--- config.mk ---
export PLATFORM = sky130hd
export DESIGN_NAME = dtn_queue
export DESIGN_NICKNAME = d
export VERILOG_FILES = /design/src/rtl/assert_macros.svh /design/src/rtl/dtn_pkg.sv /design/src/rtl/dtn_queue.sv
export SDC_FILE = /design/constraint.sdc
export NUM_CORES = 1
export LEC_CHECK = 0
export ABC_AREA = 1
export BUFFER_PORTS_ARGS = -buffer_cell sky130_fd_sc_hd__clkbuf_2
export CAP_MARGIN = 25
export CORE_ASPECT_RATIO = 1.5
export CORE_MARGIN = 4
export CORE_UTILIZATION = 30
export CTS_BUF_LIST = sky130_fd_sc_hd__clkbuf_8
export CTS_CLUSTER_SIZE = 25
export DETAILED_ROUTE_END_ITERATION = 12
export SLEW_MARGIN = 20
export SYNTH_ARGS = -nofsm -noshare
export SYNTH_HDL_FRONTEND = slang
export SYNTH_SLANG_ARGS = --single-unit
--- constraint.sdc ---
create_clock -name clk -period 7 [get_ports clk]
set_clock_uncertainty 0.2 [all_clocks]
set_input_delay 0.35 -clock clk [delete_from_list [all_inputs] [get_ports clk]]
set_output_delay 0.35 -clock clk [all_outputs]
set_load 0.05 [all_outputs]
--- src/rtl/assert_macros.svh ---
// Concurrent assertion helpers, clocked on clk and disabled while rst_n is low.
`ifndef ASSERT_MACROS_SVH
`define ASSERT_MACROS_SVH
`ifndef SYNTHESIS
`define DTN_ASSERT_ALWAYS(lbl, expr) \
    lbl: assert property (@(posedge clk) disable iff (!rst_n) (expr)) \
        else $error("assertion failed");
`define DTN_ASSERT_IMPL(lbl, ante, cons) \
    lbl: assert property (@(posedge clk) disable iff (!rst_n) (ante) |-> (cons)) \
        else $error("assertion failed");
`else
`define DTN_ASSERT_ALWAYS(lbl, expr)
`define DTN_ASSERT_IMPL(lbl, ante, cons)
`endif
`endif

--- src/rtl/dtn_pkg.sv ---
`timescale 1ns / 1ps
`default_nettype none
package dtn_pkg;

    localparam int DEPTH_BITS = 24;
    localparam int COL_BITS   = 11;
    localparam int DIM_BITS   = 12;
    localparam int MAX_WIDTH  = 2048;
    localparam int MAX_HEIGHT = 2048;
    localparam int MAG_BITS   = 25;
    localparam int SQ_BITS    = 50;
    localparam int D_BITS     = 51;
    localparam int CMP_BITS   = 66;
    localparam int Q_BITS     = 7;
    localparam int STEP_BITS  = 3;

    localparam logic [DIM_BITS-1:0] DIM_MIN      = 12'd3;
    localparam logic [DIM_BITS-1:0] WIDTH_LIMIT  = DIM_BITS'(MAX_WIDTH);
    localparam logic [DIM_BITS-1:0] HEIGHT_LIMIT = DIM_BITS'(MAX_HEIGHT);
    localparam logic [DIM_BITS-1:0] WIDTH_RESET  = 12'd640;
    localparam logic [DIM_BITS-1:0] HEIGHT_RESET = 12'd480;

    localparam logic REG_IMAGE_WIDTH  = 1'b0;
    localparam logic REG_IMAGE_HEIGHT = 1'b1;

    localparam logic [D_BITS-1:0]   S_SQ      = D_BITS'(1) << 18;
    localparam logic [13:0]         RATIO_SQ  = 14'd16129;
    localparam logic [CMP_BITS-1:0] RHS_BLUE  = CMP_BITS'(16129) << 18;
    localparam logic [31:0]         NO_SURFACE_ARGB = 32'hff8080ff;
    localparam logic [7:0]          ALPHA     = 8'hff;
    localparam logic [7:0]          MID_LEVEL = 8'd128;

    typedef struct packed {
        logic signed [DEPTH_BITS-1:0] depth;
        logic                         depth_absent;
        logic                         start_of_frame;
    } pixel_t;

    typedef struct packed {
        logic [COL_BITS-1:0] column;
        logic [COL_BITS-1:0] row;
        logic [31:0]         argb;
        logic                last_of_frame;
    } result_t;

    typedef struct packed {
        logic                         absent;
        logic signed [DEPTH_BITS-1:0] depth;
    } entry_t;

    typedef struct packed {
        entry_t              lft;
        entry_t              ctr;
        entry_t              rgt;
        entry_t              top;
        entry_t              bot;
        logic [COL_BITS-1:0] column;
        logic [COL_BITS-1:0] row;
        logic                last;
    } work_t;

    typedef struct packed {
        logic valid;
        logic full;
    } q_stat_t;

    typedef enum logic [2:0] {
        B_IDLE,
        B_SLOPE,
        B_SQUARE,
        B_SUM,
        B_ITER,
        B_DONE
    } back_state_t;

endpackage
`default_nettype wire

--- src/rtl/dtn_queue.sv ---
`timescale 1ns / 1ps
`default_nettype none
module dtn_queue (
    input  wire logic             clk,
    input  wire logic             rst_n,
    input  wire logic             push,
    input  wire dtn_pkg::work_t   push_data,
    input  wire logic             pop,
    output dtn_pkg::work_t        pop_data,
    output dtn_pkg::q_stat_t      q_stat
);

    dtn_pkg::work_t slot_reg [2];
    logic           wr_ptr_reg, rd_ptr_reg;
    logic [1:0]     count_reg;

    assign q_stat.valid = (count_reg != 2'd0);
    assign q_stat.full  = (count_reg == 2'd2);
    assign pop_data     = slot_reg[rd_ptr_reg];

    always_ff @(posedge clk or negedge rst_n)
    begin
        if (!rst_n)
        begin
            wr_ptr_reg <= 1'b0;
            rd_ptr_reg <= 1'b0;
            count_reg  <= 2'd0;
        end
        else
        begin
            if (push)
                wr_ptr_reg <= !wr_ptr_reg;
            if (pop)
                rd_ptr_reg <= !rd_ptr_reg;
            if (push && !pop)
                count_reg <= count_reg + 2'd1;
            else if (pop && !push)
                count_reg <= count_reg - 2'd1;
        end
    end

    always_ff @(posedge clk)
    begin
        if (push)
            slot_reg[wr_ptr_reg] <= push_data;
    end

endmodule
`default_nettype wire

==> impl_metrics.yaml <==
status:
  outcome: "finished clean"
critical_path:
  critPathSlowestCell: "dfrtp_4"
  cpPeakStageDelay_ps: 630
  rrSetupSlack_ps: 4330
  cp_max_fo: 35
  crit_path_end_kind: "output pin"
  worst_setup_path_start_kind: "flop"
  required_ps: 6450
  path_cells: "buf_4 -> buf_16 -> mux2_4 -> clkbuf_2"
  cp_top_family: "buffers and inverters"
  path_class: "flop to output pin"
  cp.buffers_inverters: 3
  worstPathArrival_ps: 2680
clock_tree:
  cts.clk_slew.worst_paths_ps: 60
  htree_levels: 2
  clock_path_buffers: 3
  cts_tree: "yes"
  clock_latency_ps: 540
  numClockSinks: 300
  cts_root_buf: "clkbuf_8"
  cts-buffers-inserted: 47
  ctsResizeCount: 0
power_and_ir_drop:
  seq_power_share_pct: 37.0
  ir_worst_vdd_uv: 290
  clockPowerShare_pct: 19.5
  power_frac_comb_pct: 43.5
  power.static_leakage_nw: 6.32
  p_int_mw: 3.97
  p_sw_share_pct: 41.2
  powerDensity_nw_per_um2: 430
  p_switching_mw: 2.78
yosys:
  synthFlopType: "edfxtp_1"
  synthCells: 486
  ys_warn_count: 0
  synth_edf_count: 296
  yosysSeqAreaShare_pct: 79.5
  ys_async_sr_fraction_pct: 1.33
  yosys-top-cells-count: "296 x edfxtp_1, 101 x mux2_4, 47 x mux2_2"
  synth_top_area_share_pct: 78.6
  synth.area.top_cells: "edfxtp_1 79%, mux2_4 13%, mux2_2 4.7%"
  synth_area_per_cell_sq_um: 23.3
  synth_nets: 639
  syn-cell-area_sq_um: 11300
  synth.most_common_cell: "edfxtp_1"
  synth_area_leader_cell: "edfxtp_1"
  synth.distinct_cells: 14
  synth_seq_cells: 300
sta:
  rsz0062_at_grt: "false"
  slew_headroom_pct: 35.7
  setup_viol: 0
  fmaxAchievable_mhz: 309
  tns_ps: 0
  setup_ws_ps: 3770
  layout_worst_path_cycle_share_pct: 46.2
  min_period_ps: 3230
  worst_pin_slew_ps: 965
  hold_viol: 0
  fin_worst_hold_slack_ps: 273
  final_max_slew_viol_count: 0
placed_design:
  hpwlAfterDp_mm: 16.0
  place_inst: 1261
  io_buffer_count: 301
  gp_congestion: 0.722
  dpl_worst_slack_ps: 4210
cells_and_area:
  layout-drive-gt1-share_pct: 51.1
  final_net_count: 1131
  syn_to_final_growth_pct: 38.8
  largest_register_ffs: 296
  final_cells: 1492
  fin_util_pct: 42.4
  n_fill_cell: 3338
route:
  dr.pass1.iters: 4
  drc: 0
  vias: 6205
  drtIter0Drc: 204
  vias_per_cell: 4.16
  wl_mm: 24.5
  routedWlPerCell_um: 16.4
  antenna_left: 0
floorplan:
  die_y_um: 246
  dieArea_sq_um: 40900
  die_width_um: 167
  rows: 86
  start_util_pct: 30.6
  io_pins: 302
  fp.coreArea_sq_um: 37000
grt:
  globalRoute.totalOverflow: 0
  track_usage_pct: 11.7
  grt_pass1_wl_mm: 37.7
  antenna_found_initial: 1
  grt_start_max_net_pins: 92
  grt_pass1_vias: 6958
min_path:
  hold_class: "flop to flop"
run:
  maxCapViolCount: 0
## path summary, 6_finish.rpt
path,startpoint,to,depth (start not counted)
worst max register to register,wr_ptr_reg,slot_reg[1][115],3
worst max-delay path,rd_ptr_reg,pop_data[27],4
max in group asynchronous,rst_n,rd_ptr_reg,3
min in group asynchronous,rst_n,wr_ptr_reg,3
worst min register to register,count_reg[1],count_reg[1],2
worst min-delay path,count_reg[1],count_reg[1],2
## per-layer routing
metal,up-vias,global-route usage (%),routed length (um)
met2,218,22.2,13600
met3,52,3.51,1600
li1,2908,-,-
met4,0,4.55,726
met5,-,0,0
met1,3027,12.0,8610
## repair_timing
item | in CTS | in global routing
endpoints found under the hold margin | 303 | 0
hold buffers | 152 | 0
buffers inserted | 0 | 0
setup endpoints to repair | 0 | 0
## cell type report
class	instances	area, sq um	area share (%)
Sequential cell	300	8990	57.3
Timing Repair Buffer	460	3120	19.9
Multi-Input combinational cell	162	2130	13.6
Clock buffer	49	674	4.29
Tap cell	484	606	3.86
Clock inverter	29	146	0.932
Inverter	7	31.3	0.199
Antenna cell	1	2.50	0.0159
## through the flow
stage	total power, mW	area [sq um]
6_report	6.76	15700
3_5_place_dp	5.46	13400
5_1_grt	7.08	15700
3_3_place_gp	5.43	13300
2_1_floorplan	4.91	11300
4_1_cts	6.89	15700
## cell families (layout without fill, tap and decap cells)
kind of cell,count (synthesis),count (layout),share of synthesized area (%)
xor+xnor,3,3,0.232
simple gates,10,10,0.365
buf+inv,24,545,1.76
flops,300,300,79.5
fa+ha+maj,1,1,0.111
mux,148,148,18.1
other cells,0,1,0
## cell usage in the layout (no fill, tap or decap), types with 2 or more instances in the layout
cell type and n:
mux2_4 101, inv_1 18, clkbuf_2 301, clkbuf_8 49
clkinv_1 10, buf_16 2, mux2_2 47, dlygate4sd3_1 152
dfrtp_1 3, clkinv_2 5, buf_4 5, edfxtp_1 296
xor2_1 2, nand2_1 6
## power by group through the flow
stage / clock network (mW) / registers, mW / logic [mW]
floorplan: 0 / 2.52 / 2.39
global placement: 0 / 2.53 / 2.90
detailed placement: 0 / 2.54 / 2.93
CTS: 1.38 / 2.50 / 3.00
global route: 1.47 / 2.53 / 3.08
finish: 1.32 / 2.50 / 2.94
## worst min-delay path, stage by stage (launching register included)
cell	delay [ps]
dfrtp_1	340
nand2_1	50
nand2_1	50
Power figures use the tool's default switching activity.
